## config.mk

```make
export PLATFORM = sky130hd
export DESIGN_NAME = sorted_array_table_unit
export DESIGN_NICKNAME = d
export VERILOG_FILES = /design/src/rtl/core/sat_pkg.sv /design/src/rtl/core/sat_ctrl.sv /design/src/rtl/core/sat_datapath.sv /design/src/rtl/core/sorted_array_table_unit.sv
export SDC_FILE = /design/constraint.sdc
export NUM_CORES = 2
export LEC_CHECK = 0
export BUFFER_PORTS_ARGS = -buffer_cell sky130_fd_sc_hd__buf_2
export CAP_MARGIN = 20
export CORE_MARGIN = 5
export CORE_UTILIZATION = 50
export CTS_BUF_LIST = sky130_fd_sc_hd__clkbuf_2
export DETAILED_ROUTE_END_ITERATION = 6
export GPL_ROUTABILITY_DRIVEN = 0
export PLACE_DENSITY = 0.65
export SLEW_MARGIN = 20
export SYNTH_ARGS = -nofsm -noshare
export SYNTH_HDL_FRONTEND = slang
export SYNTH_SLANG_ARGS = --single-unit
```

## constraint.sdc

```tcl
create_clock -name clock -period 8.25 [get_ports clock]
set_clock_uncertainty 0.15 [all_clocks]
set_input_delay 0.825 -clock clock [delete_from_list [all_inputs] [get_ports clock]]
set_output_delay 0.825 -clock clock [all_outputs]
set_load 0.03 [all_outputs]
```

## src/rtl/core/sat_pkg.sv

```systemverilog
// Shared types, codes and widths of the sorted array table.
package sat_pkg;

   localparam int DEPTH_DEF      = 16;
   localparam int VALUE_BITS_DEF = 32;

   localparam int CMD_W      = 3;
   localparam int VAL_IN_W   = 32;
   localparam int IDX_W      = 5;
   localparam int STATUS_W   = 2;
   localparam int POS_W      = 5;
   localparam int COUNT_W    = 5;
   localparam int REQ_DATA_W = 40;
   localparam int RSP_DATA_W = 16;
   localparam int RSP_PAD_W  = RSP_DATA_W - STATUS_W - POS_W - COUNT_W;

   typedef enum logic [CMD_W-1:0] {
      CMD_APPEND,
      CMD_INSERT_AT,
      CMD_INSERT_SORTED,
      CMD_INSERT_UNIQUE,
      CMD_DELETE_AT,
      CMD_FIND,
      CMD_SORT_UNIQUE,
      CMD_CLEAR
   } cmd_type;

   typedef enum logic [STATUS_W-1:0] {
      ST_OK,
      ST_MISS,
      ST_FULL,
      ST_RANGE
   } status_type;

   // controller to datapath
   typedef struct packed {
      logic cap_req;
      logic cmp;
      logic exec;
      logic sort_step;
      logic dup_del;
      logic load_rsp;
   } ctl_type;

   // datapath to controller
   typedef struct packed {
      logic is_sort;
      logic sort_last;
      logic dup_found;
      logic rsp_free;
   } sts_type;

endpackage

```

## src/rtl/core/sat_ctrl.sv

```systemverilog
// Sequencer of the sorted array table: steps one command through its phases.
module sat_ctrl (
   input  logic              clock,
   input  logic              reset,
   input  logic              req_tvalid,
   output logic              req_tready,
   input  sat_pkg::sts_type  sts,
   output sat_pkg::ctl_type  ctl
);

   typedef enum logic [2:0] {
      S_IDLE,
      S_CMP,
      S_EXEC,
      S_SORT,
      S_DCMP,
      S_DDEL,
      S_DONE
   } state_type;

   state_type state_ff, state_in;

   always_comb begin
      state_in   = state_ff;
      ctl        = '0;
      req_tready = 1'b0;
      unique case (state_ff)
         S_IDLE: begin
            req_tready = 1'b1;
            if (req_tvalid) begin
               ctl.cap_req = 1'b1;
               state_in    = S_CMP;
            end
         end
         S_CMP: begin
            ctl.cmp  = 1'b1;
            state_in = S_EXEC;
         end
         S_EXEC: begin
            ctl.exec = 1'b1;
            state_in = sts.is_sort ? S_SORT : S_DONE;
         end
         S_SORT: begin
            ctl.sort_step = 1'b1;
            if (sts.sort_last) begin
               state_in = S_DCMP;
            end
         end
         S_DCMP: begin
            ctl.cmp  = 1'b1;
            state_in = S_DDEL;
         end
         S_DDEL: begin
            // drop one adjacent duplicate per round, then recheck
            if (sts.dup_found) begin
               ctl.dup_del = 1'b1;
               state_in    = S_DCMP;
            end else begin
               state_in = S_DONE;
            end
         end
         S_DONE: begin
            if (sts.rsp_free) begin
               ctl.load_rsp = 1'b1;
               state_in     = S_IDLE;
            end
         end
         default: begin
            state_in = S_IDLE;
         end
      endcase
   end

   always_ff @(posedge clock) begin
      if (reset) begin
         state_ff <= S_IDLE;
      end else begin
         state_ff <= state_in;
      end
   end

endmodule

```

## src/rtl/core/sat_datapath.sv

```systemverilog
// Datapath of the sorted array table: entry cells, flags, count and result word.
module sat_datapath #(
   parameter int DEPTH      = sat_pkg::DEPTH_DEF,
   parameter int VALUE_BITS = sat_pkg::VALUE_BITS_DEF
) (
   input  logic                            clock,
   input  logic                            reset,
   input  logic [sat_pkg::REQ_DATA_W-1:0]  req_tdata,
   input  sat_pkg::ctl_type                ctl,
   output sat_pkg::sts_type                sts,
   output logic                            rsp_tvalid,
   input  logic                            rsp_tready,
   output logic [sat_pkg::RSP_DATA_W-1:0]  rsp_tdata
);

   localparam int CW = $clog2(DEPTH + 1);
   localparam int IW = (CW > sat_pkg::IDX_W) ? CW : sat_pkg::IDX_W;
   localparam int PW = $clog2(DEPTH);

   // request fields
   sat_pkg::cmd_type              req_cmd;
   logic [sat_pkg::VAL_IN_W-1:0]  req_raw;
   logic [63:0]                   req_wide;
   logic [VALUE_BITS-1:0]         req_val;
   logic [sat_pkg::IDX_W-1:0]     req_idx;

   // stored state
   logic [VALUE_BITS-1:0]  cell_ff [DEPTH];
   logic [VALUE_BITS-1:0]  cell_in [DEPTH];
   logic [CW-1:0]          count_ff, count_in;
   sat_pkg::cmd_type       cmd_ff;
   logic [VALUE_BITS-1:0]  val_ff;
   logic [IW-1:0]          idx_ff;
   logic [DEPTH-1:0]       lt_ff, eq_ff, dup_ff;
   logic [DEPTH-1:0]       lt_in, eq_in, dup_in;
   logic [PW-1:0]          pass_ff;
   sat_pkg::status_type    res_status_ff;
   logic [CW-1:0]          res_pos_ff;
   logic                   rsp_valid_ff;
   logic [sat_pkg::RSP_DATA_W-1:0] rsp_data_ff;

   // decode
   logic [DEPTH-1:0]     valid;
   logic [DEPTH-1:0]     ge, ge_oh, eq_oh, dup_oh, swap_l;
   logic [CW-1:0]        ins_pos, find_pos, dup_pos;
   logic                 full, idx_gt, idx_ge, dup_hit, found;
   sat_pkg::status_type  ex_status;
   logic [CW-1:0]        ex_pos;
   logic                 do_ins, do_del, do_clr;
   logic [CW-1:0]        ins_at, del_at;
   logic                 ins_go, del_go, clr_go;

   assign req_cmd  = sat_pkg::cmd_type'(req_tdata[sat_pkg::CMD_W-1:0]);
   assign req_raw  = req_tdata[sat_pkg::CMD_W +: sat_pkg::VAL_IN_W];
   assign req_wide = 64'(req_raw);
   assign req_val  = req_wide[VALUE_BITS-1:0];
   assign req_idx  = req_tdata[sat_pkg::CMD_W + sat_pkg::VAL_IN_W +: sat_pkg::IDX_W];

   always_comb begin
      for (int i = 0; i < DEPTH; i++) begin
         valid[i] = CW'(i) < count_ff;
      end
   end

   // per-cell compares against the request value and the left neighbor
   always_comb begin
      for (int i = 0; i < DEPTH; i++) begin
         lt_in[i] = valid[i] && (cell_ff[i] < val_ff);
         eq_in[i] = valid[i] && (cell_ff[i] == val_ff);
      end
      dup_in[0] = 1'b0;
      for (int i = 1; i < DEPTH; i++) begin
         dup_in[i] = valid[i] && (cell_ff[i] == cell_ff[i-1]);
      end
   end

   // first-hit picks as one-hot vectors, then encode
   assign ge     = valid & ~lt_ff;
   assign ge_oh  = ge & (~ge + DEPTH'(1));
   assign eq_oh  = eq_ff & (~eq_ff + DEPTH'(1));
   assign dup_oh = dup_ff & (~dup_ff + DEPTH'(1));

   always_comb begin
      ins_pos  = (ge == '0) ? count_ff : '0;
      find_pos = '0;
      dup_pos  = '0;
      for (int i = 0; i < DEPTH; i++) begin
         if (ge_oh[i]) begin
            ins_pos = ins_pos | CW'(i);
         end
         if (eq_oh[i]) begin
            find_pos = find_pos | CW'(i);
         end
         if (dup_oh[i]) begin
            dup_pos = dup_pos | CW'(i);
         end
      end
   end

   assign full    = count_ff == CW'(DEPTH);
   assign idx_gt  = idx_ff > IW'(count_ff);
   assign idx_ge  = idx_ff >= IW'(count_ff);
   assign dup_hit = |(eq_ff & ge_oh);
   assign found   = |eq_ff;

   always_comb begin
      ex_status = sat_pkg::ST_OK;
      ex_pos    = '0;
      do_ins    = 1'b0;
      do_del    = 1'b0;
      do_clr    = 1'b0;
      ins_at    = '0;
      del_at    = '0;
      unique case (cmd_ff)
         sat_pkg::CMD_APPEND: begin
            if (full) begin
               ex_status = sat_pkg::ST_FULL;
            end else begin
               do_ins = 1'b1;
               ins_at = count_ff;
               ex_pos = count_ff;
            end
         end
         sat_pkg::CMD_INSERT_AT: begin
            priority if (idx_gt) begin
               ex_status = sat_pkg::ST_RANGE;
            end else if (full) begin
               ex_status = sat_pkg::ST_FULL;
            end else begin
               do_ins = 1'b1;
               ins_at = CW'(idx_ff);
               ex_pos = CW'(idx_ff);
            end
         end
         sat_pkg::CMD_INSERT_SORTED: begin
            if (full) begin
               ex_status = sat_pkg::ST_FULL;
            end else begin
               do_ins = 1'b1;
               ins_at = ins_pos;
               ex_pos = ins_pos;
            end
         end
         sat_pkg::CMD_INSERT_UNIQUE: begin
            priority if (dup_hit) begin
               ex_status = sat_pkg::ST_MISS;
            end else if (full) begin
               ex_status = sat_pkg::ST_FULL;
            end else begin
               do_ins = 1'b1;
               ins_at = ins_pos;
               ex_pos = ins_pos;
            end
         end
         sat_pkg::CMD_DELETE_AT: begin
            if (idx_ge) begin
               ex_status = sat_pkg::ST_RANGE;
            end else begin
               do_del = 1'b1;
               del_at = CW'(idx_ff);
            end
         end
         sat_pkg::CMD_FIND: begin
            if (found) begin
               ex_pos = find_pos;
            end else begin
               ex_status = sat_pkg::ST_MISS;
            end
         end
         sat_pkg::CMD_SORT_UNIQUE: begin
            ex_status = sat_pkg::ST_OK;
         end
         sat_pkg::CMD_CLEAR: begin
            do_clr = 1'b1;
         end
      endcase
   end

   assign ins_go = ctl.exec & do_ins;
   assign del_go = (ctl.exec & do_del) | ctl.dup_del;
   assign clr_go = ctl.exec & do_clr;

   // each cell takes the new value, shifts up, shifts down, swaps with a neighbor or holds
   for (genvar i = 0; i < DEPTH; i++) begin : g_cell
      localparam int PI = (i > 0) ? i - 1 : 0;
      localparam int NI = (i < DEPTH - 1) ? i + 1 : i;
      logic [CW-1:0] del_here;

      if (i < DEPTH - 1) begin : g_pair
         assign swap_l[i] = ctl.sort_step && (1'(i % 2) == pass_ff[0]) &&
                            (CW'(i + 1) < count_ff) && (cell_ff[i] > cell_ff[NI]);
      end else begin : g_end
         assign swap_l[i] = 1'b0;
      end

      assign del_here = ctl.dup_del ? dup_pos : del_at;

      always_comb begin
         cell_in[i] = cell_ff[i];
         priority if (ins_go && (CW'(i) == ins_at)) begin
            cell_in[i] = val_ff;
         end else if (ins_go && (CW'(i) > ins_at)) begin
            cell_in[i] = cell_ff[PI];
         end else if (del_go && (CW'(i) >= del_here) && (i < DEPTH - 1)) begin
            cell_in[i] = cell_ff[NI];
         end else if (swap_l[i]) begin
            cell_in[i] = cell_ff[NI];
         end else if ((i > 0) && swap_l[PI]) begin
            cell_in[i] = cell_ff[PI];
         end else begin
            cell_in[i] = cell_ff[i];
         end
      end

      always_ff @(posedge clock) begin
         cell_ff[i] <= cell_in[i];
      end
   end

   always_comb begin
      count_in = count_ff;
      priority if (clr_go) begin
         count_in = '0;
      end else if (ins_go) begin
         count_in = count_ff + CW'(1);
      end else if (del_go) begin
         count_in = count_ff - CW'(1);
      end else begin
         count_in = count_ff;
      end
   end

   always_ff @(posedge clock) begin
      if (reset) begin
         count_ff     <= '0;
         rsp_valid_ff <= 1'b0;
      end else begin
         count_ff <= count_in;
         if (ctl.load_rsp) begin
            rsp_valid_ff <= 1'b1;
         end else if (rsp_tready) begin
            rsp_valid_ff <= 1'b0;
         end
      end
   end

   always_ff @(posedge clock) begin
      if (ctl.cap_req) begin
         cmd_ff <= req_cmd;
         val_ff <= req_val;
         idx_ff <= IW'(req_idx);
      end
      if (ctl.cmp) begin
         lt_ff  <= lt_in;
         eq_ff  <= eq_in;
         dup_ff <= dup_in;
      end
      if (ctl.exec) begin
         res_status_ff <= ex_status;
         res_pos_ff    <= ex_pos;
         pass_ff       <= '0;
      end else if (ctl.sort_step) begin
         pass_ff <= pass_ff + PW'(1);
      end
      if (ctl.load_rsp) begin
         rsp_data_ff <= {{sat_pkg::RSP_PAD_W{1'b0}},
                         sat_pkg::COUNT_W'(count_ff),
                         sat_pkg::POS_W'(res_pos_ff),
                         res_status_ff};
      end
   end

   assign sts.is_sort   = cmd_ff == sat_pkg::CMD_SORT_UNIQUE;
   assign sts.sort_last = pass_ff == PW'(DEPTH - 1);
   assign sts.dup_found = |dup_ff;
   assign sts.rsp_free  = !rsp_valid_ff || rsp_tready;

   assign rsp_tvalid = rsp_valid_ff;
   assign rsp_tdata  = rsp_data_ff;

endmodule

```

## src/rtl/core/sorted_array_table_unit.sv

```systemverilog
// Top level of the sorted array table: a bounded table of unsigned values.
//
// Usage: one command word enters on the req_ stream and exactly one result
// word leaves on the rsp_ stream. Commands: append, insert at a position,
// sorted insert, sorted insert without duplicates, delete at an index, find,
// sort with duplicates removed, and clear. The result carries a status, the
// position inserted or found, and the fill count after the command.
// Sequence: a command is taken only while the sequencer is idle, so one
// command is in flight at a time. Every command but sort steps through a
// compare in all cells, an execute step and a load of the output register,
// which raises rsp_tvalid; the sequencer then returns to idle and can take
// the next word. Sort runs DEPTH odd-even passes over the cells, then a
// compare and a delete step per duplicate removed and one last compare
// before the load of the output register. The per-cell compare and the
// first-hit pick over DEPTH flags set the pace.
// Stall: a result waiting in the output register holds while rsp_tready is
// low; the next command is still accepted and runs until its result is
// due, then waits for the register to drain.
// Reset: clears the fill count, the sequencer and the output valid; entry
// contents are left as they are and are only read below the fill count.
module sorted_array_table_unit #(
   parameter int DEPTH      = sat_pkg::DEPTH_DEF,
   parameter int VALUE_BITS = sat_pkg::VALUE_BITS_DEF
) (
   input  logic                            clock,
   input  logic                            reset,
   input  logic                            req_tvalid,
   output logic                            req_tready,
   // [2:0] command, [34:3] value, [39:35] index
   input  logic [sat_pkg::REQ_DATA_W-1:0]  req_tdata,
   output logic                            rsp_tvalid,
   input  logic                            rsp_tready,
   // [1:0] status, [6:2] position, [11:7] count, [15:12] zero
   output logic [sat_pkg::RSP_DATA_W-1:0]  rsp_tdata
);

   sat_pkg::ctl_type ctl;
   sat_pkg::sts_type sts;

   // sequencer: accepts a word, then walks compare, execute, sort and duplicate-removal phases
   sat_ctrl u_ctrl (
      .clock      (clock),
      .reset      (reset),
      .req_tvalid (req_tvalid),
      .req_tready (req_tready),
      .sts        (sts),
      .ctl        (ctl)
   );

   // cells, fill count and the output register
   sat_datapath #(
      .DEPTH      (DEPTH),
      .VALUE_BITS (VALUE_BITS)
   ) u_datapath (
      .clock      (clock),
      .reset      (reset),
      .req_tdata  (req_tdata),
      .ctl        (ctl),
      .sts        (sts),
      .rsp_tvalid (rsp_tvalid),
      .rsp_tready (rsp_tready),
      .rsp_tdata  (rsp_tdata)
   );

endmodule

```

Word-level counts from Yosys, hierarchy flattened:

Memories as Yosys holds them, arrays and structs flattened.
Cells that the tools add are included.

* bits in registers: 119
* bits in writable memories: 512
* input port bits: 44
* output and inout bits: 18
* word-level logic and storage cells: 486
* memories kept: 1

Memories
* u_datapath.cell_ff: depth 16, width 32, read ports 16, clocked after memory_dff 0, write ports 16, line sat_datapath.sv:28 `logic [VALUE_BITS-1:0] cell_ff [DEPTH];`

* $add $sub $neg: 6
* magnitude comparators: 80
* equal/unequal tests: 64
* mux-type cells: 167
* bitwise gates (word level): 14
* reduce and logical (&&, ||, !) cells: 141

Operators by type and width (number)
* 2-to-1 mux 32 bit: 77
* == test 32 bit: 31
* less-than comparator 32 bit: 16
* > comparator 32 bit: 15
* logical AND 1 bit: 126
* 2-to-1 mux 4 bit: 24
* bitwise AND 16 bit: 5
* NOT 16 bit: 4
* 2-to-1 mux 5 bit: 12
* adder 16 x 1 -> 16 bit, second input constant: 3
* 2-to-1 mux 3 bit: 16
* == test 4 x 5 -> 1 bit, first input constant: 8
* > comparator 4 x 5 -> 1 bit, first input constant: 8
* less-than comparator 4 x 5 -> 1 bit, first input constant: 8
* >= comparator 4 x 5 -> 1 bit, first input constant: 7
* OR reduction 16 bit: 2
* one-hot mux 5 bit (5 select lines): 1
* 2-to-1 mux 1 bit: 22
* 2-to-1 mux 2 bit: 11
* == test 3 bit, second input constant: 7
* one-hot mux 3 bit (7 select lines): 1
* == test 3 x 5 -> 1 bit, first input constant: 4
* >= comparator 3 x 5 -> 1 bit, first input constant: 4
* > comparator 3 x 5 -> 1 bit, first input constant: 4
* 34 further kinds: 56

Depth between registers and ports, before layout:

* depth in word-level cells: 27
* gate-level depth with buffers: 17
* depth with buffers taken out: 12

Modules after synthesis:

From an unflattened synthesis, not the netlist that was laid out.

* cell total of the unflattened synthesis: 5917
* area, all modules: 55543.3 um2

Modules (own cells, without submodules)
* sat_datapath: instances 1, cells an instance 5882, area each 55286.8 um2, sequential area each 18758.0 um2
* sat_ctrl: instances 1, cells an instance 35, area each 256.5 um2, sequential area each 60.1 um2

Least setup slack after synthesis:

Ideal clock, no wire load.

* path kind: reg2reg
* start point: register, netlist name u_datapath.count_ff[1]
* end point: memory u_datapath.cell_ff[0][32] in the netlist's numbering (enable)
* setup time: 0.431 ns
* data arrival time: 4.412 ns
* required time: 7.669 ns
* path slack: 3.257 ns
* cell stages (with the launch flop): 14
* buffers on the path: 2
* clock period less this slack: 4.993 ns
* path through: dfxtp_1 -> buf_2 -> inv_1 -> ha_1 -> nor2b_1 -> o21ai_0 -> a21o_1 -> a21oi_1 -> nor4b_1 -> a21oi_1 -> a21oi_2 -> buf_2 -> nand2_1 -> o211ai_1

RTL lines (line)
* end: declaration: sat_datapath.sv:28

==> summary.md <==
| Metric | Value |
|---|---|
| Fin area | 60090 um2 |
| Area Growth Syn to Fin | 8.464% |
| Synth area leaders | edfxtp_1 33%, ha_1 23%, mux2i_1 12% |
| XOR/XNOR share of the synthesized area | 0.09485% |
| Synth Area in Simple Gates | 11.12% |
| Post-synth top area cell | edfxtp_1 |
| Initial cell density of the core | 50.20% |
| Synth Register Bits | 631 |
| Part of the Yosys area used for sequential elements | 33.97% |
| Setup bufs post-CTS | 0 |
| Setup TNS | 0 ns |
| Fin crit period | 5.904 ns |
| First-pass GRT wire length | 268900 um |
| Ys flop type | edfxtp_1 |
| Fin nets | 6832 |
| Crit path DAT | 6.99 ns |
| Syn avg cell area | 9.970 um2 |
| P per Cell Area | 221.9 nW/um2 |
| Post-synth top area share | 33.50% |
| Worst skew pair latency | 1.55 ns |
| CTS tree | built |
| DRT iter0 DRCs | 4001 |
| Largest net degree at the start of global routing | 66 |
| Slew Limit Fails | 0 |
| Netlist cell types | 91 |
| Vias in the first global route | 45.50k |
| Ys async rst share | 0% |
| CTS Root Cell | clkbuf_2 |
| Resized Gates After CTS | 0 |
| Critical path capture point type | flop |
| Maximum clock rate | 0.1694 GHz |
| Final period utilization | 71.57% |
| CTS H-tree lvls | 4 |
| Worst EP required | 9.33 ns |
| Via Count | 45.91k |
| Hpwl dp | 137800 um |
| Worst slew margin relative to its limit | 13.61% |
| Power consumption | 0.01333 W |
| Setup Viol. Count Final | 0 |
| Reg clk slew, reported paths | 0.10 ns |
| RSZ-0062 raised after global routing | false |
| Worst min path class | in -> reg |
| Total GRT Usage | 29.68% |
| Endpoints failing hold | 0 |
| VDD IR-drop max | 0.1706 mV |
| Largest family of logic cells by synthesized area | adder cells |
| Layout cell share with drive strength beyond 1 | 8.523% |
| Fillcell total | 9851 |
| Leakage | 27.16 nW |
| Total global routing overflow | 0 |
| Mapped Cells | 5557 |
| Die Span Y | 342.9 um |
| Die Area | 117600 um2 |
| Buffers on Ports | 57 |
| Post-Synth Adder-Cell Area | 22.63% |
| Initial antenna violation count | 7 |
| Max cap viols | 0 |
| DRC | 0 |
| Buffer levels on the longest clock path | 3 |
| Rows | 122 |
| Die X | 342.9 um |
| Placed Area | 57470 um2 |
| Number of synthesized flops with an enable pin | 618 |
| Drt pass-1 iters | 5 |
| Routed Antenna Nets | 0 |
| Routed wire length | 178700 um |
| Multiplexer area fraction after synthesis | 12.16% |
| Cts hold-fix bufs | 85 |
| Compound-Gate Fraction of Synth Area | 14.54% |
| # IOs | 62 |
| WL per Instance | 24.07 um |
| Core area | 110400 um2 |
| Num Clock Sinks | 631 |
| WS Path Type | reg -> reg |
| Startpoint Class | flop |
| Outcome | finished, final reports clean |
| Slew @ Worst Pin | 1.285 ns |
| Syn. warnings | 0 |
| CP Max Fanout | 26 |
| Inserted Clock Buffers | 181 |
| Drt via density | 6.186 |
| Mapped cell area | 55400 um2 |
==> metal layers <==
| layer | GRT usage [%] | part of all wire (%) |
|---|---|---|
| met5 | 0 | 0.027 |
| met4 | 16.31 | 6.1 |
| met3 | 5.299 | 7.5 |
| met2 | 47.55 | 45 |
| met1 | 38.19 | 41 |
==> worst max-delay path, stage by stage (launching register included) <==
cell and delay, ns:
dfxtp_1 0.97, inv_1 0.23, ha_1 0.35, o21ai_0 0.11
a21o_1 0.24, a21oi_1 0.22, nor4b_1 0.53, a22o_1 0.29
a21o_1 0.29, nand2_1 0.22, o31ai_1 1.06, nand3b_1 0.56
buf_4 0.44
==> through the flow <==
stage,hold WS [ns],util (%),cells,worst slack [ns]
2_1_floorplan,0.2503,-,5560,3.257
3_5_place_dp,0.2545,52.07,7005,2.547
6_report,0.2050,54.45,7422,2.346
3_3_place_gp,0.2536,52.07,7005,2.743
4_1_cts,0.009659,54.40,7412,2.578
5_1_grt,0.09138,54.45,7421,2.166
==> where the power goes <==
group          switching, W  internal [W]  total (W)
sequential         0.000959       0.00436    0.00531
clock               0.00149       0.00104    0.00254
combinational       0.00328       0.00221    0.00548
total               0.00573       0.00760     0.0133
==> layout by cell type, fill, tap and decap left out, types with 47 or more instances in the layout <==
cell           Yosys  final
ha_1            1002   1002
mux2i_1          664    664
edfxtp_1         618    618
a21oi_1          546    545
inv_1            521    521
nor2_1           442    440
clkbuf_2           0    261
a21o_1           243    242
nand4_1          240    240
o21ai_0          150    150
nand2_1          130    128
o21a_1           116    116
buf_4             30     92
nor2b_1           90     90
nor3_1            88     88
dlygate4sd3_1      0     85
clkinv_1          31     73
buf_2             39     57
nand3_1           53     52
nand2b_1          47     47
==> layout make-up <==
class / count / area, um2 / area share [%]
Sequential cell: 631 / 18820 / 31.32
Clock buffer: 261 / 1306 / 2.174
Inverter: 552 / 2072 / 3.448
Antenna cell: 9 / 22.52 / 0.03748
Timing Repair Buffer: 236 / 1867 / 3.107
Clock inverter: 61 / 412.9 / 0.6871
Tap cell: 1488 / 1862 / 3.098
Multi-Input combinational cell: 4184 / 33730 / 56.13
==> worst paths after layout <==
check / from / endpoint / slack, ns / depth (start not counted)
max: u_datapath.count_ff[2] / u_datapath.cell_ff[1][203] / 2.35 / 12
min: rsp_tready / u_datapath.rsp_tvalid / 0.20 / 4
max reg2reg: u_datapath.count_ff[2] / u_datapath.cell_ff[1][203] / 2.35 / 12
min reg2reg: u_datapath.res_pos_ff[3] / u_datapath.rsp_tdata[5] / 0.27 / 0
==> synthesized netlist by cell type (6+ instances only) <==
cell       count
ha_1        1002
mux2i_1      664
edfxtp_1     618
a21oi_1      546
inv_1        521
nor2_1       442
a21o_1       243
nand4_1      240
o21ai_0      150
nand2_1      130
o21a_1       116
clkbuf_1     104
nor2b_1       90
nor3_1        88
nand3_1       53
nand2b_1      47
buf_2         39
o211ai_1      32
clkinv_1      31
nor4_1        31
buf_4         30
a211oi_1      29
and3_1        19
o31a_1        15
or3_1         15
or2_2         14
dfxtp_1       13
a31oi_1       11
buf_6         11
o21bai_1      11
o31ai_1       11
nand3b_1      10
o221ai_1      10
buf_1          9
a2111oi_0      8
a221oi_1       8
and2_1         8
o311ai_0       8
a211o_1        7
and4_1         7
mux2_2         7
nor2_2         7
or4_1          6
==> state kept, by name (all words and copies together), names as in the netlist <==
name and count:
u_datapath.res_status_ff 2, u_datapath.cell_ff 512, u_datapath.lt_ff 16, u_datapath.rsp_tdata 12
u_datapath.pass_ff 4, u_datapath.eq_ff 16, u_datapath.res_pos_ff 5, u_datapath.dup_ff 15
u_ctrl.state_ff 3, u_datapath.val_ff 32, u_datapath.count_ff 5, u_datapath.cmd_ff 3
u_datapath.idx_ff 5, u_datapath.rsp_tvalid 1
==> logic make-up after synthesis <==
| logic type | after synthesis |
|---|---|
| AOI/OAI and AO/OA | 1275 |
| and+or+nand+nor | 1225 |
| buffers and inverters | 745 |
| muxes | 672 |
| other | 1 |
| xor gates and xnor gates | 6 |
| DFF | 631 |
| adders and majority gates | 1002 |
(Power assumes the default switching activity.)
